--- config.mk ---
export PLATFORM = sky130hd
export DESIGN_NAME = scix_coord
export DESIGN_NICKNAME = d
export VERILOG_FILES = /design/src/hdl/scix_pkg.sv /design/src/hdl/scix_coord.sv
export SDC_FILE = /design/constraint.sdc
export NUM_CORES = 1
export LEC_CHECK = 0
export ABC_CLOCK_PERIOD_IN_PS = 7500
export CORE_MARGIN = 2
export CORE_UTILIZATION = 30
export DETAILED_ROUTE_END_ITERATION = 8
export DONT_BUFFER_PORTS = 1
export GPL_TIMING_DRIVEN = 0
export MAX_ROUTING_LAYER = met4
export PLACE_DENSITY = 0.47
export SLEW_MARGIN = 20
export SYNTH_ARGS = -nofsm -noshare
export SYNTH_HDL_FRONTEND = slang
export SYNTH_SLANG_ARGS = --single-unit
--- constraint.sdc ---
create_clock -name clk -period 7.5 [get_ports clk]
set_input_delay 0.75 -clock clk [delete_from_list [all_inputs] [get_ports clk]]
set_output_delay 0.75 -clock clk [all_outputs]
set_load 0.005 [all_outputs]
--- src/hdl/scix_pkg.sv ---
// Package for the segment / circle crossing block: word types, derived widths, stage counts.
// Used by every module of the block; depends on nothing.
package scix_pkg;

    // Coordinate width of every input and output field
    localparam int CB      = 8;
    // Fraction bits of the root and the quotient
    localparam int FRAC    = 16;

    // Derived widths
    localparam int DLW     = CB + 1;            // signed difference
    localparam int PRW     = 2 * DLW;           // signed product of two differences
    localparam int R2W     = 2 * CB;            // r*r
    localparam int DW      = 2 * CB + 1;        // squared length, squared distances
    localparam int PW      = 2 * CB + 3;        // signed dot / cross products
    localparam int QW      = 2 * CB + 1;        // magnitude of the cross product
    localparam int RLW     = R2W + DW;          // r*r*l2
    localparam int QQW     = 2 * QW;            // q*q
    localparam int RW      = 2 * CB + FRAC + 1; // root width
    localparam int XW      = 2 * RW;            // radicand width
    localparam int PADW    = XW - RLW - 2 * FRAC;
    localparam int UFW     = FRAC + 1;          // quotient width
    localparam int NW      = DW + FRAC;         // unsigned scaled parameter
    localparam int SNW     = PW + FRAC + 1;     // signed scaled parameter
    localparam int TW      = UFW + 1 + DLW;     // signed coordinate sum

    // Pipeline stage counts
    localparam int FRONT_ST = 5;
    localparam int SQ_ST    = RW;
    localparam int DIV_ST   = UFW + 1;
    localparam int CO_ST    = 2;
    localparam int SQ_OFS   = FRONT_ST;
    localparam int DIV_OFS  = SQ_OFS + SQ_ST;
    localparam int CO_OFS   = DIV_OFS + DIV_ST;
    localparam int NST      = CO_OFS + CO_ST;

    typedef struct packed {
        logic [CB-1:0] start_x;
        logic [CB-1:0] start_y;
        logic [CB-1:0] end_x;
        logic [CB-1:0] end_y;
        logic [CB-1:0] center_x;
        logic [CB-1:0] center_y;
        logic [CB-1:0] radius;
    } in_word_t;

    typedef struct packed {
        logic          intersects;
        logic          near_valid;
        logic [CB-1:0] near_x;
        logic [CB-1:0] near_y;
        logic          far_valid;
        logic [CB-1:0] far_x;
        logic [CB-1:0] far_y;
    } out_word_t;

    // Geometry carried alongside the root and the division
    typedef struct packed {
        logic [CB-1:0]           sx;
        logic [CB-1:0]           sy;
        logic signed [DLW-1:0]   dx;
        logic signed [DLW-1:0]   dy;
        logic signed [PW-1:0]    p;
        logic [DW-1:0]           l2;
        logic                    hit;
    } geo_t;

endpackage

--- src/hdl/scix_coord.sv ---
// Crossing coordinates: start*2^16 + uf*delta, clamped at zero and truncated, into the output register.
// Depends on scix_pkg.
module scix_coord (
    input  logic                           clk,
    input  scix_pkg::geo_t                 geo,
    input  logic [scix_pkg::UFW-1:0]       uf_near,
    input  logic [scix_pkg::UFW-1:0]       uf_far,
    input  logic                           near_ok,
    input  logic                           far_ok,
    input  logic [scix_pkg::CO_ST-1:0]     ld,
    output scix_pkg::out_word_t            result
);
    import scix_pkg::*;

    typedef logic signed [TW-1:0] t_t;

    function automatic logic [CB-1:0] trunc_coord(input logic [CB-1:0] s, input t_t prod);
        t_t t;
        t = $signed({{(TW-CB-FRAC){1'b0}}, s, {FRAC{1'b0}}}) + prod;
        return t[TW-1] ? '0 : t[CB+FRAC-1:FRAC];
    endfunction

    // stage 1: the four products
    t_t            mnx_reg, mny_reg, mfx_reg, mfy_reg;
    logic [CB-1:0] sx_reg, sy_reg;
    logic          hit_reg, nok_reg, fok_reg;

    always_ff @(posedge clk)
    begin
        if (ld[0])
        begin
            mnx_reg <= $signed({1'b0, uf_near}) * geo.dx;
            mny_reg <= $signed({1'b0, uf_near}) * geo.dy;
            mfx_reg <= $signed({1'b0, uf_far}) * geo.dx;
            mfy_reg <= $signed({1'b0, uf_far}) * geo.dy;
            sx_reg  <= geo.sx;
            sy_reg  <= geo.sy;
            hit_reg <= geo.hit;
            nok_reg <= near_ok;
            fok_reg <= far_ok;
        end
    end

    // stage 2: output word, invalid crossings read as zero
    out_word_t result_reg;

    always_ff @(posedge clk)
    begin
        if (ld[1])
        begin
            result_reg.intersects <= hit_reg;
            result_reg.near_valid <= nok_reg;
            result_reg.near_x     <= nok_reg ? trunc_coord(sx_reg, mnx_reg) : '0;
            result_reg.near_y     <= nok_reg ? trunc_coord(sy_reg, mny_reg) : '0;
            result_reg.far_valid  <= fok_reg;
            result_reg.far_x      <= fok_reg ? trunc_coord(sx_reg, mfx_reg) : '0;
            result_reg.far_y      <= fok_reg ? trunc_coord(sy_reg, mfy_reg) : '0;
        end
    end

    assign result = result_reg;

endmodule

; Word-level counts from Yosys, hierarchy flattened
; Cells that the tools add are included.
[totals]
ff_bits = 162
inputBits = 110
output_inout_bits = 35
word_cells = 30
[op_classes]
add_sub_neg = 4
mul = 4
n_reduce_logical = 4
bitwise_logic = 2
[op_table]
columns = cell, n
row1 = adder 25 x 27 -> 27 bit, 4
row2 = multiplier 18 x 9 -> 27 bit, 4
row3 = OR reduction 2 bit, 4
row4 = inverter 1 bit, 2

; Depth between registers and ports, before layout
[logic_depth]
depth_word = 2
ltp_mapped = 20
mapped_depth_nobuf = 18

; Least setup slack after synthesis
; No wires, ideal clock.
[synth_path]
kind = input-to-reg
from = input port geo[48] (netlist bit)
to = register mfx_reg[26], data pin
setup_slack_ps = 1612
required_ps = 7232
setup_time_ps = 268
n_path_buf = 2
t_arrival_ps = 5620
path_stages = 20
cell_sequence = clkbuf_1 clkbuf_1 nand2_1 fa_1 inv_1 fa_1 inv_1 fa_1 inv_1 fa_1 fa_1 ha_1 a2111oi_0 nand2_1 o22ai_2 nand4b_1 a311oi_1 nor2_1 o41ai_1 xnor2_1
[synth_via]
elab_chain_cells = 1
[synth_lines]
columns = element, line
row1 = start: declaration, scix_coord.sv:5  ; input scix_pkg::geo_t geo,
row2 = multiplier 18 x 9 -> 27 bit, scix_coord.sv:34  ; mfx_reg <= $signed({1'b0, uf_far}) * geo.dx;
row3 = end signal: assignment, scix_coord.sv:34
row4 = end: declaration, scix_coord.sv:24  ; t_t mnx_reg, mny_reg, mfx_reg, mfy_reg;
; No other way between the ends.
; A chain may end at the register's enable or synchronous reset.

; Final worst setup path
; Same ends and word-level chain as after synthesis.

==> out/metrics.cfg <==
[clock_tree]
cts_buffers=9
cts-root-buf=sky130_fd_sc_hd__clkbuf_16
cts_htree_levels=3
cts_max_path_buffers=2
cts.hold.buffers_added=0
cts_setup_buffers=0
cts.sink_count=98
worst_skew_pair.late_latency_ps=360
cts.repair.resized=0
cts.clk_slew.worst_paths_ps=60
cts_tree=built

[worst_setup_path]
cp-end-kind=flip-flop
worst_ep_arrival_time_ps=6700
worst_path_dominant_cell_family=adder cells
worst-endpoint-required_ps=7600
crit_path_top_delay_cell=sky130_fd_sc_hd__fa_1
minimum_setup_slack_among_reg_to_reg_paths_ps=4210
buf_inv_stages_crit_path=5
max_stage_delay_ps=550
critPathMostFrequentCell=sky130_fd_sc_hd__fa_1
critPathMaxFanout=10
crit_chain=clkbuf_1, clkbuf_1, nand2_1, fa_1, inv_1, fa_1, inv_1, fa_1, inv_1, fa_1, fa_1, ha_1, a2111oi_0, nand2_1, o22ai_2, nand4b_1, a311oi_1, nor2_1, o41ai_1, xnor2_1
critical_path.startpoint_type=primary input
path_class=in2reg

[synthesis]
synth.ff_latch_count=98
syn-mean-instance-area_um2=10.1
syn-num-nets=3047
synth_seq_area_share_pct=13.1
yosys_warnings=0
leading_register_cell_type_out_of_synthesis=sky130_fd_sc_hd__edfxtp_1
share_of_synthesized_flip_flops_with_an_asynchronous_set_or_reset_pct=0
synth_top_area_share_pct=37.9
netlist.top_cell.by_area=sky130_fd_sc_hd__fa_1
number_of_enable_flip_flop_cells_after_synthesis=98
ys_types=56
syn_area_um2=22400
synth_cells=2217
cell_types_occupying_the_most_area_after_synthesis=sky130_fd_sc_hd__fa_1 (38%), sky130_fd_sc_hd__ha_1 (17%), sky130_fd_sc_hd__edfxtp_1 (13%)

[routing]
detailedRoute.firstPassIterationCount=6
detail-route-antenna-nets=0
wire_per_inst_um=20.4
met3_length_mm=3.84
remaining_drc_errors=0
detail_route.iter0.violations=833
wl_met1_mm=28.6
topRoutingLayerUsed=met4
drt-total-wl_mm=65.2
via_cell_ratio=4.80
vias=15400
detailroute.wirelength.met2_mm=31.2

[layout]
most_frequent_standard_cell_in_the_layout_excluding_fill_and_tap_cells=sky130_fd_sc_hd__fa_1
synthToLayoutAreaGrowth_pct=6.67
fraction_of_final_layout_cells_with_drive_strength_greater_than_1_pct=1.12
largest_reg_flops=35
fin_nets=3058
layout.cells.most_common_list=sky130_fd_sc_hd__fa_1 (424), sky130_fd_sc_hd__inv_1 (325), sky130_fd_sc_hd__and2_1 (314), sky130_fd_sc_hd__ha_1 (296), sky130_fd_sc_hd__nand2_1 (253)
finish.utilization_pct=32.2

[floorplan]
placement_rows=100
initial_core_util_pct=30.2
io_pins=145
die_width_um=277
die_area_um2=76800
die_height_um=277
core_um2=74200

[global_route]
global_route.usage.total_pct=18.0
grt_start_max_net_pins=64
grt_antenna_before_repair=4
first_global_vias=16900
globalRouteOverflowTotal=0
first_pass_grt_wire_length_mm=102

[sta]
max-slew-margin-rel_pct=31.9
hold_viol_final=0
worst_clock_skew_ps=10.3
grt_setup_unrepaired=false
fmax_mhz=151
final.period_utilization_pct=88.0
setup_tns_ps=0
final_setup_vio_count=0
worst-slew-pin-transition_ps=1010
period_needed_ps=6600
slew_violations=0

[placed_design]
gp_congestion=0.884
placement.io_buffers=0
detailedPlacementHpwl_mm=53.3

[worst_hold_path]
min_path_type=reg2reg

[power]
powerDensity_nw_per_um2=289
power.leakage_nw=11.5
peakVddDrop_v=0.000232

[flow_run]
max_cap_viol_count=0

[status]
status=finished clean

==> final timing paths <==
check,startpoint,end,cells past startpoint
setup / recovery,geo[48],mfx_reg[26],20
hold / removal,hit_reg,result[34],0
setup reg to reg,sy_reg[0],result[21],11
hold reg to reg,hit_reg,result[34],0
==> cells by family after synthesis <==
kind of cell | after synthesis | synth area share [%]
and+or+nand+nor | 761 | 18.4
adders and majority gates | 720 | 54.4
buffers and inverters | 415 | 6.96
AOI/OAI and AO/OA | 165 | 4.83
DFF | 98 | 13.1
xor gates and xnor gates | 58 | 2.27
==> layer usage <==
metal	global-route usage, %	vias up
met4	4.52	0
met1	23.2	7864
met3	3.33	71
met2	29.3	410
li1	-	7017
met5	-	-
==> cell type report <==
cell class | instances | area, um2
clock inverter | 6 | 48.8
inverter | 325 | 1220
sequential | 98 | 2940
buffer | 90 | 338
multi-input combinational | 1704 | 17900
antenna | 1 | 2.50
clock buffer | 10 | 229
fill | 7618 | 50300
tap | 969 | 1210
==> worst register-to-register path, delay by kind of cell (launching register included) <==
family,cells,cell delay [ps]
buffers and inverters,1,70
AND/OR/NAND/NOR,2,380
AO/OA/AOI/OAI,6,1830
flip-flops,1,420
adder cells (fa/ha/maj),2,400
==> metrics by stage <==
step / hold WS (ps) / setup WS, ps / cells / area [um2] / power [mW]
after CTS: 435 / 884 / 3202 / 23900 / 7.02
after detailed placement: 421 / 519 / 3186 / 23600 / 6.46
final: 431 / 896 / 3203 / 23900 / 6.91
after global routing: 450 / 579 / 3202 / 23900 / 7.83
after floorplan: 400 / 1610 / 2217 / 22400 / 4.99
after global placement: 410 / 535 / 3186 / 23600 / 6.41
==> power by group <==
part           total (mW)  internal (mW)  switching [mW]
Clock               0.432          0.228           0.204
Sequential           1.05          0.970          0.0842
Combinational        5.42           2.37            3.05
==> synth_stat cells (all sizes together) (16+ instances only) <==
cell    instances
a21o           22
a21oi          55
and2          314
clkbuf         90
edfxtp         98
fa            424
ha            296
inv           325
nand2         254
nand2b         16
nor2           24
nor2b          70
o21ai          30
xnor2          44
Note: power is estimated with default switching activity, not from simulation.
