<file path="src/hdl/scix_pkg.sv">
// Package for the segment / circle crossing block: word types, derived widths, stage counts.
// Used by every module of the block; depends on nothing.
package scix_pkg;

    // Coordinate width of every input and output field
    localparam int CB      = 8;
    // Fraction bits of the root and the quotient
    localparam int FRAC    = 16;

    // Derived widths
    localparam int DLW     = CB + 1;            // signed difference
    localparam int PRW     = 2 * DLW;           // signed product of two differences
    localparam int R2W     = 2 * CB;            // r*r
    localparam int DW      = 2 * CB + 1;        // squared length, squared distances
    localparam int PW      = 2 * CB + 3;        // signed dot / cross products
    localparam int QW      = 2 * CB + 1;        // magnitude of the cross product
    localparam int RLW     = R2W + DW;          // r*r*l2
    localparam int QQW     = 2 * QW;            // q*q
    localparam int RW      = 2 * CB + FRAC + 1; // root width
    localparam int XW      = 2 * RW;            // radicand width
    localparam int PADW    = XW - RLW - 2 * FRAC;
    localparam int UFW     = FRAC + 1;          // quotient width
    localparam int NW      = DW + FRAC;         // unsigned scaled parameter
    localparam int SNW     = PW + FRAC + 1;     // signed scaled parameter
    localparam int TW      = UFW + 1 + DLW;     // signed coordinate sum

    // Pipeline stage counts
    localparam int FRONT_ST = 5;
    localparam int SQ_ST    = RW;
    localparam int DIV_ST   = UFW + 1;
    localparam int CO_ST    = 2;
    localparam int SQ_OFS   = FRONT_ST;
    localparam int DIV_OFS  = SQ_OFS + SQ_ST;
    localparam int CO_OFS   = DIV_OFS + DIV_ST;
    localparam int NST      = CO_OFS + CO_ST;

    typedef struct packed {
        logic [CB-1:0] start_x;
        logic [CB-1:0] start_y;
        logic [CB-1:0] end_x;
        logic [CB-1:0] end_y;
        logic [CB-1:0] center_x;
        logic [CB-1:0] center_y;
        logic [CB-1:0] radius;
    } in_word_t;

    typedef struct packed {
        logic          intersects;
        logic          near_valid;
        logic [CB-1:0] near_x;
        logic [CB-1:0] near_y;
        logic          far_valid;
        logic [CB-1:0] far_x;
        logic [CB-1:0] far_y;
    } out_word_t;

    // Geometry carried alongside the root and the division
    typedef struct packed {
        logic [CB-1:0]           sx;
        logic [CB-1:0]           sy;
        logic signed [DLW-1:0]   dx;
        logic signed [DLW-1:0]   dy;
        logic signed [PW-1:0]    p;
        logic [DW-1:0]           l2;
        logic                    hit;
    } geo_t;

endpackage

</file>
<file path="src/hdl/scix_div.sv">
// Crossing parameters, range check, then two-lane pipelined restoring division by l2.
// Depends on scix_pkg.
module scix_div (
    input  logic                           clk,
    input  scix_pkg::geo_t                 geo_in,
    input  logic [scix_pkg::RW-1:0]        root,
    input  logic [scix_pkg::DIV_ST-1:0]    ld,
    output scix_pkg::geo_t                 geo_out,
    output logic [scix_pkg::UFW-1:0]       uf_near,
    output logic [scix_pkg::UFW-1:0]       uf_far,
    output logic                           near_ok,
    output logic                           far_ok
);
    import scix_pkg::*;

    // scaled parameters p*2^16 -/+ s and the bound l2*2^16
    logic signed [SNW-1:0] pf, sf, lim, nn, nf;
    logic                  okn, okf;
    assign pf  = $signed({{(SNW-PW-FRAC){geo_in.p[PW-1]}}, geo_in.p, {FRAC{1'b0}}});
    assign sf  = $signed({{(SNW-RW){1'b0}}, root});
    assign lim = $signed({{(SNW-NW){1'b0}}, geo_in.l2, {FRAC{1'b0}}});
    assign nn  = pf - sf;
    assign nf  = pf + sf;
    assign okn = geo_in.hit && !nn[SNW-1] && (nn <= lim);
    assign okf = geo_in.hit && !nf[SNW-1] && (nf <= lim);

    logic [NW-1:0] num0_reg [2];
    logic          ok0_reg  [2];
    geo_t          geo0_reg;

    always_ff @(posedge clk)
    begin
        if (ld[0])
        begin
            num0_reg[0] <= okn ? nn[NW-1:0] : '0;
            num0_reg[1] <= okf ? nf[NW-1:0] : '0;
            ok0_reg[0]  <= okn;
            ok0_reg[1]  <= okf;
            geo0_reg    <= geo_in;
        end
    end

    // division: one quotient bit per stage, dividend bits and quotient share lo
    logic [DW:0]     rem_reg [UFW][2];
    logic [UFW-1:0]  lo_reg  [UFW][2];
    logic            ok_reg  [UFW][2];
    geo_t            geo_reg [UFW];

    for (genvar j = 0; j < UFW; j++)
    begin : g_step
        geo_t g_in;

        if (j == 0)
        begin : g_first_geo
            assign g_in = geo0_reg;
        end
        else
        begin : g_rest_geo
            assign g_in = geo_reg[j-1];
        end

        always_ff @(posedge clk)
        begin
            if (ld[j+1])
            begin
                geo_reg[j] <= g_in;
            end
        end

        for (genvar ln = 0; ln < 2; ln++)
        begin : g_lane
            logic [DW:0]    rem_in, cur, dvs, rem_next;
            logic [UFW-1:0] lo_in, lo_next;
            logic           ok_in, ge;

            if (j == 0)
            begin : g_first
                assign rem_in = {2'b00, num0_reg[ln][NW-1:UFW]};
                assign lo_in  = num0_reg[ln][UFW-1:0];
                assign ok_in  = ok0_reg[ln];
            end
            else
            begin : g_rest
                assign rem_in = rem_reg[j-1][ln];
                assign lo_in  = lo_reg[j-1][ln];
                assign ok_in  = ok_reg[j-1][ln];
            end

            assign cur      = {rem_in[DW-1:0], lo_in[UFW-1]};
            assign dvs      = {1'b0, g_in.l2};
            assign ge       = (cur >= dvs);
            assign rem_next = ge ? (cur - dvs) : cur;
            assign lo_next  = {lo_in[UFW-2:0], ge};

            always_ff @(posedge clk)
            begin
                if (ld[j+1])
                begin
                    rem_reg[j][ln] <= rem_next;
                    lo_reg[j][ln]  <= lo_next;
                    ok_reg[j][ln]  <= ok_in;
                end
            end
        end
    end

    assign geo_out = geo_reg[UFW-1];
    assign uf_near = lo_reg[UFW-1][0];
    assign uf_far  = lo_reg[UFW-1][1];
    assign near_ok = ok_reg[UFW-1][0];
    assign far_ok  = ok_reg[UFW-1][1];

endmodule

</file>
<file path="config.mk">
export PLATFORM = sky130hd
export DESIGN_NAME = scix_div
export DESIGN_NICKNAME = d
export VERILOG_FILES = /design/src/hdl/scix_pkg.sv /design/src/hdl/scix_div.sv
export SDC_FILE = /design/constraint.sdc
export NUM_CORES = 2
export LEC_CHECK = 0
export ABC_CLOCK_PERIOD_IN_PS = 5800
export BUFFER_PORTS_ARGS = -buffer_cell sky130_fd_sc_hd__buf_2
export CORE_MARGIN = 2
export CORE_UTILIZATION = 63
export DETAILED_ROUTE_END_ITERATION = 8
export PLACE_DENSITY = 0.8
export SKIP_CTS_REPAIR_TIMING = 1
export SLEW_MARGIN = 5
export SYNTH_ARGS = -nofsm -noshare
export SYNTH_HDL_FRONTEND = slang
export SYNTH_SLANG_ARGS = --single-unit
export TNS_END_PERCENT = 20
</file>
<file path="constraint.sdc">
create_clock -name clk -period 5.8 [get_ports clk]
set_input_delay 0.29 -clock clk [delete_from_list [all_inputs] [get_ports clk]]
set_output_delay 0.29 -clock clk [all_outputs]
set_load 0.03 [all_outputs]
</file>
== Word-level counts from Yosys, hierarchy flattened ==
Memories as Yosys holds them, arrays and structs flattened.
Index checks and enable logic that the tools add are counted.
Word-level totals
  word-level logic and storage cells: 163
  bits in writable memories: 2499
  bits of input ports: 123
  memories: 6
  output and inout bits: 107
  register bits after elaboration: 71
Operators by class
  multiplexer cells: 72
  reduce and logical (&&, ||, !) cells: 6
  $lt $le $gt $ge: 36
  add/subtract/negate cells: 36
Memories
  geo_reg: depth 17, bits a word 71, rd ports 17, clocked after memory_dff 0, write ports 17, line scix_div.sv:47  | geo_t geo_reg [UFW];
  rem_reg: depth 17, bits a word 36, rd ports 16, clocked after memory_dff 0, write ports 17, line scix_div.sv:44  | logic [DW:0] rem_reg [UFW][2];
  lo_reg: depth 17, bits a word 34, rd ports 17, clocked after memory_dff 0, write ports 17, line scix_div.sv:45  | logic [UFW-1:0] lo_reg [UFW][2];
  num0_reg: depth 2, bits a word 33, rd ports 2, clocked after memory_dff 0, write ports 2, line scix_div.sv:27  | logic [NW-1:0] num0_reg [2];
  ok_reg: depth 17, bits a word 2, rd ports 17, clocked after memory_dff 0, write ports 17, line scix_div.sv:46  | logic ok_reg [UFW][2];
  ok0_reg: depth 2, bits a word 1, rd ports 2, clocked after memory_dff 0, write ports 2, line scix_div.sv:28  | logic ok0_reg [2];
Operators with widths (count)
  2-to-1 mux 18 bit: 34
  greater-or-equal comparator 18 x 17 -> 1 bit: 32
  subtractor 18 x 17 -> 18 bit: 32
  less-or-equal comparator 36 x 34 -> 1 bit: 2
  2-to-1 mux 33 bit: 2
  adder 35 x 34 -> 36 bit: 1
  2-to-1 mux 1 bit: 36
  subtractor 17 x 17 -> 18 bit: 2
  subtractor 35 x 34 -> 36 bit: 1
  greater-or-equal comparator 17 bit: 2
  logical AND 1 bit: 4
  logical NOT 1 bit: 2

== Depth between registers and ports, before layout ==
  depth after elaboration: 5
  mapped depth: 22
  gate-level depth less buffers: 19

== Worst setup path after synthesis ==
No wires, ideal clock.
  kind: input -> register
  from: in root[18] in the netlist's numbering
  to: mem num0_reg[0][26] in the netlist's numbering, data pin
  stages: 20
  buffers on the path: 2
  required time: 5.649 ns
  slack: 1.676 ns
  data arrival time: 3.973 ns
  setup time: 0.151 ns
  cell sequence: inv_1 -> ha_1 -> clkbuf_1 -> and3_1 -> nand3_1 -> o21ai_0 -> a21oi_1 -> o31ai_1 -> a21oi_1 -> xnor2_1 -> ha_1 -> and3_1 -> nand3_1 -> or4_1 -> nor4_1 -> o2111ai_1 -> o21ai_2 -> nand4_4 -> buf_6 -> nor3b_2
RTL lines
  start: declaration: line scix_div.sv:6  | input logic [scix_pkg::RW-1:0] root,
  end: declaration: line scix_div.sv:27

==> metrics <==
Critical Path Sink Type=flop; detailed placement HPWL=186800 um; Worst Setup Path Type=in -> reg; Finished Layout Cells=10740; cells after synthesis=7657; Chip Width=424.9 um; maximum VDD drop=0.0003373 V; Yosys cell types=91; Area Overhead vs Synth=12.09%; Tcrit/Tclk final=84.44%; Max FO, Critical Path=26; Detail Route Antenna Nets=0; status=finished clean; post-synthesis sequential area ratio=67.31%; PortBufs=229; Reg clk slew, reported paths=0.06 ns; htree depth=4; commonest non-fill, non-tap cell in the layout=edfxtp_1; DR vias=65170; Pwr Total=63690 uW; routed len/inst=25.01 um; commonest cells after routing, fill and taps aside=2502 x edfxtp_1, 648 x ha_1, 559 x inv_1, 423 x nor2_1, 389 x a21oi_1; pin count of the biggest net entering global routing=131; drt via density=6.069; max reg flops=1207; maximum clock path buffer count=3; clock sinks=2502; DRC=0; final hold vios=0; Leak Pwr=0.04757 uW; Fmax=0.2042 GHz; Post-synth EDFFs=2502; io pins=230; max-slew violation count=0; root buffer cell=clkbuf_16; pre-CTS setup slack=0.6188 ns; FF+latch count, synth=2502; final worst slack=0.9027 ns; min cycle time layout=4.897 ns; Ys Warns=0; Finish-stage setup viols=0; CTS Buf Count=238; unrepaired setup endpoints after global routing=false; reg2reg setup slack=1.36 ns; Reg2Reg Depth=11; hold worst-path end=rem_reg[14][29]; layout cells sized above 1=12.74%; Slew headroom=13.27%; initial core utilization=63.38%; Pre-antenna DRT Iters=6; setup TNS=0 ns; R2R Path End=rem_reg[12][3]; crit start category=input port; Final Skew=0.07066 ns; GRT overflow=0; die area=180600 um^2; Core Box Area=176100 um^2; Critical Path RT=6.49 ns; Synth Area per Inst=14.58 um^2; hold path start=ld[15]; Hold Crit Depth=1; max_cap viols=0; Routed WL=268600 um; total track usage=29.68%; CTS tree=yes; cell area after synthesis=111600 um^2; PwrDens=509.1 nW/um^2; reg2reg start=geo_reg[1][214]; Final Wtd Congestion=0.9365; Worst EP arrival=5.59 ns; Post-layout nets=8988; Syn Nets=8461; 1st-iter DRT viols=6662; first-pass GRT wire length=400300 um; placed cell count=10180; number of global-route vias before repair=64600; hold_ws=0.01716 ns; Top FF cell, synth=edfxtp_1; later-pin clock latency in the skew report=0.89 ns; Filler cells=11310; die height=424.9 um; asr flop ratio synth=0%; Slew @ Worst Pin=1.301 ns; initial antenna violation count=13; worst min-delay path category=in -> reg; row cnt=154
[how the worst max path moves through the flow]
stage | from | end | slack [ns]
floorplan | root[18] | num0_reg[0][26] | 1.68
global placement | root[0] | num0_reg[0][10] | 0.66
detailed placement | root[0] | num0_reg[0][10] | 0.62
CTS | geo_reg[1][214] | rem_reg[12][3] | 1.50
global route | root[0] | num0_reg[0][6] | 0.42
finish | root[0] | num0_reg[0][10] | 0.90
[worst max-delay path: stages]
cell and delay, ns:
dlygate4sd3_1 0.54, buf_2 0.14, inv_1 0.16, ha_1 0.24, nor3b_2 0.25, nand4_2 0.24
o21ai_0 0.38, a21oi_1 0.20, o31ai_1 0.27, buf_4 0.18, a21oi_1 0.08, xnor2_1 0.18
ha_1 0.32, and3_1 0.17, nand3_1 0.15, or4_1 0.56, nor4_1 0.18, o2111ai_1 0.17
o21ai_2 0.13, nand4_4 0.24, buf_12 0.26, nor3b_1 0.22
[report_power, final]
part | switching [uW] | leakage [uW] | internal [uW]
logic | 11900 | 0.0192 | 9360
registers | 2030 | 0.0244 | 24300
clock network | 7040 | 0.00394 | 9140
[cells in the mapped netlist, types with 26 or more instances]
cell type / instances / area [um^2]
nand4_1: 104 / 650.6
nor4_1: 26 / 162.7
mux2i_1: 49 / 490.5
nor2b_1: 114 / 713.2
nand3_1: 120 / 600.6
a31oi_1: 43 / 269.0
and2_1: 45 / 281.5
o21ai_0: 304 / 1521
o21a_1: 85 / 638.1
nor2_1: 423 / 1588
and3_1: 57 / 356.6
buf_2: 35 / 175.2
a21oi_1: 389 / 1947
a211oi_1: 49 / 367.9
xnor2_1: 319 / 2794
o211ai_1: 37 / 277.8
fa_1: 33 / 660.6
o21bai_1: 43 / 322.8
mux2_2: 329 / 3705
inv_1: 559 / 2098
nand2b_1: 64 / 400.4
a21boi_0: 48 / 360.4
or2_2: 32 / 200.2
o31ai_1: 42 / 315.3
or3_1: 53 / 331.6
clkbuf_1: 39 / 146.4
a211o_1: 28 / 245.2
edfxtp_1: 2502 / 75130
nor3_1: 163 / 815.8
a21o_1: 145 / 1089
ha_1: 648 / 8108
nand2_1: 314 / 1179
xor2_1: 109 / 954.7
[logic make-up (layout without fill, tap and decap cells)]
family          Yosys count  after routing  share of synthesized area (%)
buf+inv                 652           1386                          2.279
xor+xnor                428            428                          3.358
simple gates           1612           1612                          7.338
other cells               0              7                              0
compound gates         1397           1397                          8.031
flops                  2502           2502                          67.31
mux                     385            385                          3.829
fa+ha+maj               681            681                          7.855
[layout make-up]
class                   instances  area, um^2  share of cell area, %
well taps                    2340        2928                  2.340
flip-flops and latches       2502       75130                  60.05
diodes                          7       17.52                0.01400
multi-input cells            4503       34000                  27.17
clock inverters               175        2077                  1.660
repair buffers                368        2716                  2.171
inverters                     571        2143                  1.713
clock buffers                 272        6105                  4.879
[routing by layer]
metal / part of all wire [%] / track usage [%]
met5: 0.0078 / 0
met2: 49 / 48.75
met4: 3.6 / 10.44
met1: 41 / 40.79
met3: 6.5 / 4.405
[metrics by stage]
stage | utilization, % | cell area (um^2)
after floorplan | - | 111600
after global placement | 65.81 | 115900
after detailed placement | 65.81 | 115900
after CTS | 70.45 | 124100
after global routing | 71.04 | 125100
final | 71.04 | 125100
No activity file was read; power rests on OpenSTA's default activity.
