--- config.mk ---
export PLATFORM = sky130hd
export DESIGN_NAME = scix_front
export DESIGN_NICKNAME = d
export VERILOG_FILES = /design/src/hdl/scix_pkg.sv /design/src/hdl/scix_front.sv
export SDC_FILE = /design/constraint.sdc
export NUM_CORES = 2
export LEC_CHECK = 0
export BUFFER_PORTS_ARGS = -buffer_cell sky130_fd_sc_hd__buf_2
export CORE_MARGIN = 2
export CORE_UTILIZATION = 45
export CTS_CLUSTER_SIZE = 28
export DETAILED_ROUTE_END_ITERATION = 8
export PLACE_DENSITY = 0.63
export SETUP_SLACK_MARGIN = 0.2
export SLEW_MARGIN = 30
export SYNTH_ARGS = -nofsm -noshare
export SYNTH_HDL_FRONTEND = slang
export SYNTH_SLANG_ARGS = --single-unit
--- constraint.sdc ---
create_clock -name clk -period 6.4 [get_ports clk]
set_input_delay 1.28 -clock clk [delete_from_list [all_inputs] [get_ports clk]]
set_output_delay 1.28 -clock clk [all_outputs]
set_load 0.05 [all_outputs]
--- src/hdl/scix_pkg.sv ---
// Package for the segment / circle crossing block: word types, derived widths, stage counts.
// Used by every module of the block; depends on nothing.
package scix_pkg;

    // Coordinate width of every input and output field
    localparam int CB      = 8;
    // Fraction bits of the root and the quotient
    localparam int FRAC    = 16;

    // Derived widths
    localparam int DLW     = CB + 1;            // signed difference
    localparam int PRW     = 2 * DLW;           // signed product of two differences
    localparam int R2W     = 2 * CB;            // r*r
    localparam int DW      = 2 * CB + 1;        // squared length, squared distances
    localparam int PW      = 2 * CB + 3;        // signed dot / cross products
    localparam int QW      = 2 * CB + 1;        // magnitude of the cross product
    localparam int RLW     = R2W + DW;          // r*r*l2
    localparam int QQW     = 2 * QW;            // q*q
    localparam int RW      = 2 * CB + FRAC + 1; // root width
    localparam int XW      = 2 * RW;            // radicand width
    localparam int PADW    = XW - RLW - 2 * FRAC;
    localparam int UFW     = FRAC + 1;          // quotient width
    localparam int NW      = DW + FRAC;         // unsigned scaled parameter
    localparam int SNW     = PW + FRAC + 1;     // signed scaled parameter
    localparam int TW      = UFW + 1 + DLW;     // signed coordinate sum

    // Pipeline stage counts
    localparam int FRONT_ST = 5;
    localparam int SQ_ST    = RW;
    localparam int DIV_ST   = UFW + 1;
    localparam int CO_ST    = 2;
    localparam int SQ_OFS   = FRONT_ST;
    localparam int DIV_OFS  = SQ_OFS + SQ_ST;
    localparam int CO_OFS   = DIV_OFS + DIV_ST;
    localparam int NST      = CO_OFS + CO_ST;

    typedef struct packed {
        logic [CB-1:0] start_x;
        logic [CB-1:0] start_y;
        logic [CB-1:0] end_x;
        logic [CB-1:0] end_y;
        logic [CB-1:0] center_x;
        logic [CB-1:0] center_y;
        logic [CB-1:0] radius;
    } in_word_t;

    typedef struct packed {
        logic          intersects;
        logic          near_valid;
        logic [CB-1:0] near_x;
        logic [CB-1:0] near_y;
        logic          far_valid;
        logic [CB-1:0] far_x;
        logic [CB-1:0] far_y;
    } out_word_t;

    // Geometry carried alongside the root and the division
    typedef struct packed {
        logic [CB-1:0]           sx;
        logic [CB-1:0]           sy;
        logic signed [DLW-1:0]   dx;
        logic signed [DLW-1:0]   dy;
        logic signed [PW-1:0]    p;
        logic [DW-1:0]           l2;
        logic                    hit;
    } geo_t;

endpackage

--- src/hdl/scix_front.sv ---
// Front end: differences, products, sums, hit test and radicand, five register stages.
// Depends on scix_pkg.
module scix_front (
    input  logic                              clk,
    input  scix_pkg::in_word_t                query,
    input  logic [scix_pkg::FRONT_ST-1:0]     ld,
    output scix_pkg::geo_t                    geo,
    output logic [scix_pkg::XW-1:0]           rad
);
    import scix_pkg::*;

    typedef logic signed [DLW-1:0] dl_t;
    typedef logic signed [PRW-1:0] pr_t;

    function automatic dl_t sdiff(input logic [CB-1:0] a, input logic [CB-1:0] b);
        return $signed({1'b0, a}) - $signed({1'b0, b});
    endfunction

    // stage 1: differences
    logic [CB-1:0] sx1_reg, sy1_reg, r1_reg;
    dl_t           dx1_reg, dy1_reg, px1_reg, py1_reg, qx1_reg, qy1_reg;

    always_ff @(posedge clk)
    begin
        if (ld[0])
        begin
            sx1_reg <= query.start_x;
            sy1_reg <= query.start_y;
            r1_reg  <= query.radius;
            dx1_reg <= sdiff(query.end_x, query.start_x);
            dy1_reg <= sdiff(query.end_y, query.start_y);
            px1_reg <= sdiff(query.center_x, query.start_x);
            py1_reg <= sdiff(query.center_y, query.start_y);
            qx1_reg <= sdiff(query.center_x, query.end_x);
            qy1_reg <= sdiff(query.center_y, query.end_y);
        end
    end

    // stage 2: products
    logic [CB-1:0]  sx2_reg, sy2_reg;
    dl_t            dx2_reg, dy2_reg;
    logic [R2W-1:0] r22_reg;
    pr_t            pxx2_reg, pyy2_reg, qxx2_reg, qyy2_reg, dxx2_reg, dyy2_reg;
    pr_t            pdx2_reg, pdy2_reg, cra2_reg, crb2_reg;

    always_ff @(posedge clk)
    begin
        if (ld[1])
        begin
            sx2_reg  <= sx1_reg;
            sy2_reg  <= sy1_reg;
            dx2_reg  <= dx1_reg;
            dy2_reg  <= dy1_reg;
            r22_reg  <= r1_reg * r1_reg;
            pxx2_reg <= px1_reg * px1_reg;
            pyy2_reg <= py1_reg * py1_reg;
            qxx2_reg <= qx1_reg * qx1_reg;
            qyy2_reg <= qy1_reg * qy1_reg;
            dxx2_reg <= dx1_reg * dx1_reg;
            dyy2_reg <= dy1_reg * dy1_reg;
            pdx2_reg <= px1_reg * dx1_reg;
            pdy2_reg <= py1_reg * dy1_reg;
            cra2_reg <= px1_reg * dy1_reg;
            crb2_reg <= py1_reg * dx1_reg;
        end
    end

    // stage 3: sums and cross-product magnitude
    logic signed [PW-1:0] dp2_s, dq2_s, l2_s, p_s, cr_s, crm_s;
    assign dp2_s = PW'(pxx2_reg) + PW'(pyy2_reg);
    assign dq2_s = PW'(qxx2_reg) + PW'(qyy2_reg);
    assign l2_s  = PW'(dxx2_reg) + PW'(dyy2_reg);
    assign p_s   = PW'(pdx2_reg) + PW'(pdy2_reg);
    assign cr_s  = PW'(cra2_reg) - PW'(crb2_reg);
    assign crm_s = cr_s[PW-1] ? -cr_s : cr_s;

    logic [CB-1:0]        sx3_reg, sy3_reg;
    dl_t                  dx3_reg, dy3_reg;
    logic [R2W-1:0]       r23_reg;
    logic [DW-1:0]        dp23_reg, dq23_reg, l23_reg;
    logic signed [PW-1:0] p3_reg;
    logic [QW-1:0]        q3_reg;

    always_ff @(posedge clk)
    begin
        if (ld[2])
        begin
            sx3_reg  <= sx2_reg;
            sy3_reg  <= sy2_reg;
            dx3_reg  <= dx2_reg;
            dy3_reg  <= dy2_reg;
            r23_reg  <= r22_reg;
            dp23_reg <= dp2_s[DW-1:0];
            dq23_reg <= dq2_s[DW-1:0];
            l23_reg  <= l2_s[DW-1:0];
            p3_reg   <= p_s;
            q3_reg   <= crm_s[QW-1:0];
        end
    end

    // stage 4: inside / zero-length tests, r*r*l2 and q*q
    logic [CB-1:0]        sx4_reg, sy4_reg;
    dl_t                  dx4_reg, dy4_reg;
    logic signed [PW-1:0] p4_reg;
    logic [DW-1:0]        l24_reg;
    logic                 inside4_reg, zero4_reg;
    logic [RLW-1:0]       rl4_reg;
    logic [QQW-1:0]       qq4_reg;

    always_ff @(posedge clk)
    begin
        if (ld[3])
        begin
            sx4_reg     <= sx3_reg;
            sy4_reg     <= sy3_reg;
            dx4_reg     <= dx3_reg;
            dy4_reg     <= dy3_reg;
            p4_reg      <= p3_reg;
            l24_reg     <= l23_reg;
            inside4_reg <= (dp23_reg < DW'(r23_reg)) && (dq23_reg < DW'(r23_reg));
            zero4_reg   <= (l23_reg == '0);
            rl4_reg     <= r23_reg * l23_reg;
            qq4_reg     <= q3_reg * q3_reg;
        end
    end

    // stage 5: miss test and radicand (r*r*l2 - q*q shifted up by 32 bits, zero unless hit)
    logic           miss, hit;
    logic [QQW-1:0] diff;
    assign miss = QQW'(rl4_reg) < qq4_reg;
    assign hit  = !inside4_reg && !zero4_reg && !miss;
    assign diff = QQW'(rl4_reg) - qq4_reg;

    geo_t           geo5_reg;
    logic [XW-1:0]  rad5_reg;

    always_ff @(posedge clk)
    begin
        if (ld[4])
        begin
            geo5_reg.sx  <= sx4_reg;
            geo5_reg.sy  <= sy4_reg;
            geo5_reg.dx  <= dx4_reg;
            geo5_reg.dy  <= dy4_reg;
            geo5_reg.p   <= p4_reg;
            geo5_reg.l2  <= l24_reg;
            geo5_reg.hit <= hit;
            rad5_reg     <= hit ? {{PADW{1'b0}}, diff[RLW-1:0], {(2*FRAC){1'b0}}} : '0;
        end
    end

    assign geo = geo5_reg;
    assign rad = rad5_reg;

endmodule

Yosys cells after proc, flatten, opt, wreduce, memory -nomap -nowiden
Cells that the tools add are included.

Reduce and logical (&&, ||, !) cells: 7. Multipliers: 13. Add/subtract/negate cells: 13. Mux-type cells: 1. Magnitude comparators: 3.

Operator list (number): $mul A9 B9 Y17 (6); $mul A9 B9 Y18 (4); $sub A8 B8 Y9 (6); $add A17 B17 Y17 (3); $lt A17 B16 Y1 (2); $lt A33 B34 Y1 (1); $mul A17 B17 Y34 (1); $mul A16 B17 Y33 (1); $sub A33 B33 Y33 (1); $add A18 B18 Y19 (1); $sub A18 B18 Y19 (1); $logic_not A17 Y1 (1); $mux W17 (1); $neg A17 Y17 (1); $mul A8 B8 Y16 (1); $logic_and A1 B1 Y1 (3); $logic_not A1 Y1 (3).

Register bits: 715. Input bits: 62. Logic and storage cells: 90.

Logic depth before layout (Yosys ltp)
Depth in word-level cells: 3. Depth in mapped cells: 24. Mapped depth without buffers: 24.

Least setup slack after synthesis
Ideal clock, no wire load.

Path kind: register to register. Start point: register q3_reg[2]. End point: register qq4_reg[33] (data pin). Setup slack: 0.142 ns. Stages on the path, launching flop included: 23. Data arrival time: 5.999 ns. Setup time: 0.259 ns. Cells stage by stage: edfxtp_1 > clkbuf_1 > clkbuf_1 > nand2_1 > fa_1 > fa_1 > fa_1 > inv_1 > fa_1 > fa_1 > inv_1 > fa_1 > inv_1 > ha_1 > a21o_1 > a21o_1 > a21oi_1 > o21a_1 > o22ai_1 > a221o_1 > a221o_1 > a21oi_1 > xnor2_1.

Cells in the longest elaborated chain, start to end: 1.

RTL lines: from (decl) (line scix_front.sv:82) `logic [QW-1:0] q3_reg;`; from (signal assigned) (line scix_front.sv:97) `q3_reg <= crm_s[QW-1:0];`; $mul A17 B17 Y34 (line scix_front.sv:123) `qq4_reg <= q3_reg * q3_reg;`; to (signal assigned) (line scix_front.sv:123); to (decl) (line scix_front.sv:108) `logic [QQW-1:0] qq4_reg;`.

Every way passes these cells. A chain may end at the register's enable or synchronous reset.

Worst setup path in the final report
Start point: register q3_reg[10]. End point: register qq4_reg[33] (data pin).

The elaborated chain is that of the path after synthesis.

==> out/metrics.yaml <==
cts_tree: "built"
crit_buf_inv: 5
crit_type: "flop to flop"
required_ps: 6850
largest_reg_flops: 71
dr_total_vias: 46243
post-route-util_pct: 50.10
hpwl_um: 132300
regArea_um2: 20150
yosysMostFrequentCell: "inv_1"
yosysUniqueCellTypes: 86
synthCells: 6781
wire_per_inst_um: 17.75
layout-drive-gt1-share_pct: 8.769
yosys.area.top_type: "fa_1"
rsz0062_at_grt: "no"
end_kind: "flop"
fin_tns_setup_ps: 0
drt_wl_total_um: 165000
worstPathCellList: "buf_6 > and2_4 > fa_1 > inv_1 > fa_2 > fa_1 > inv_2 > fa_2 > fa_1 > inv_2 > fa_1 > inv_2 > ha_4 > or3_1 > o21ai_1 > a31o_2 > o22ai_2 > a221o_1 > a221o_1 > a21oi_2 > xnor2_1"
drt_iter0_drc: 2645
areaGrowthSynthToFinish_pct: 10.19
synth_area_um2: 73170
slowest_stage: "fa_2"
yosys_register_bits: 671
syn_avg_cell_area_um2: 10.79
overflow: 0
cts_root_buffer: "clkbuf_16"
critPathTopFamily: "adder cells"
dr.pass1.iters: 5
synth_area_leaders: "fa_1 (28%), edfxtp_1 (28%), ha_1 (14%), inv_1 (7.3%), and2_1 (4.3%)"
fin_crit_sh_pct: 95.69
synth_top_area_share_pct: 28.18
timing.fmax_mhz: 163.3
ys_warn_count: 0
routabilityCongestion: 0.9046
initial_core_util_pct: 45.47
clk_latency_ps: 700
die_h_um: 407.2
antenna_left: 0
grt_pass1_wl_um: 269900
worst_setup_path_start_kind: "flop"
multiInputGateArea_um2: 47100
seq_area_frac_synth_pct: 27.54
rows: 147
cts_max_path_buffers: 3
max_stage_delay_ps: 570
async_flop_share_pct: 0
synth_edf_count: 671
ioPinCount: 199
fin_crit_ps: 6124
clkTransAtPathRegs_ps: 60
die_w_um: 407.2
drc: 0
antenna_found_initial: 19
drv_cap: 0
cts_made_buffers: 80
ys_top_cells_by_count: "inv_1 (1,431), fa_1 (1,030), ha_1 (814), edfxtp_1 (671), nand2_1 (526)"
clock_skew_ps: 35.12
grt_pass1_vias: 50309
synth-main-ff-cell: "edfxtp_1"
cpMostUsedCell: "fa_1"
hold_violations: 0
outcome: "complete, no violations"
die_area_um2: 165800
htreeDepth: 3
finalSetupViolCount: 0
fin_nets: 8967
viasPerCell: 4.976
slew_viol_final: 0
worstMarginPinSlew_ps: 994.8
io_buffers: 165
grt_max_degree: 100
grt_usage_pct: 20.48
fill_cells: 14528
crit_arrival_ps: 6580
relSlewSlack_pct: 33.68
hp-class: "flop to flop"
clock_sinks: 671
cts_hold_buf: 0
fp.coreArea_um2: 160900
crit_fanout: 5
==> final timing paths <==
check | cells past startpoint | slack, ps | endpoint | start
worst max-delay path | 21 | 280 | qq4_reg[33] | q3_reg[10]
worst min-delay path | 0 | 420 | geo[59] | sy4_reg[4]
worst max register to register | 21 | 280 | qq4_reg[33] | q3_reg[10]
worst min register to register | 0 | 420 | geo[59] | sy4_reg[4]
==> cells by family after synthesis <==
kind of cell	after synthesis	share of synthesized area (%)
adder cells (fa/ha/maj)	1844	42.10
multiplexers	10	0.1539
flip-flops	671	27.54
buffers and inverters	1643	8.628
AO/OA/AOI/OAI	616	5.709
XOR/XNOR	411	4.919
other	2	0.01026
AND/OR/NAND/NOR	1584	10.95
==> through the flow <==
step,cell area (um^2),std cells,hold WS (ps),worst slack (ps)
after global routing,80620,9288,421.0,129.5
after floorplan,73300,6814,400.3,202.1
after detailed placement,77300,9098,404.5,-3.392
final,80630,9294,415.8,276.0
after CTS,80150,9259,416.5,201.8
after global placement,77280,9097,400.5,83.93
==> cell type report <==
| class | count | area share (%) |
|---|---|---|
| multi-input combinational | 4500 | 58.41 |
| sequential | 671 | 24.99 |
| inverter | 1432 | 6.666 |
| tap | 2160 | 3.352 |
| timing repair buffer | 376 | 3.218 |
| clock buffer | 94 | 2.574 |
| clock inverter | 54 | 0.7666 |
| antenna | 7 | 0.02172 |
==> layout by cell type (no fill, tap or decap), drive strengths merged, types with 13 or more instances in the layout <==
master and instances:
nor3 57, nor2 215, o31ai 13, o2111ai 13, or3 14, ha 814, nand2 526, and2 501
inv 1438, a31oi 20, o21ai 84, nor2b 68, conb 35, and3 18, or2 19, xnor2 284
edfxtp 671, clkbuf 94, clkinv 35, nand2b 76, a21oi 197, xor2 127, a21o 98, o21bai 48
o21a 51, fa 1030, nand3 46, buf 376
==> routing by layer <==
| metal | share of wire [%] | up-vias | GRT usage [%] |
|---|---|---|---|
| met1 | 44 | 23281 | 26.62 |
| li1 | - | 21946 | - |
| met3 | 4.3 | 250 | 3.146 |
| met5 | 0.070 | - | 0 |
| met2 | 49 | 746 | 35.66 |
| met4 | 2.7 | 20 | 5.249 |
==> repair_timing <==
item / in CTS / in global routing
setup endpoints to repair: 6 / 16
pin swaps: 4 / 24
buffers inserted: 13 / 28
gates resized for setup: 12 / 63
Power is left out: the tool's default activity adds up to more than one toggle a clock period on the data nets, which glitch-free logic cannot reach.
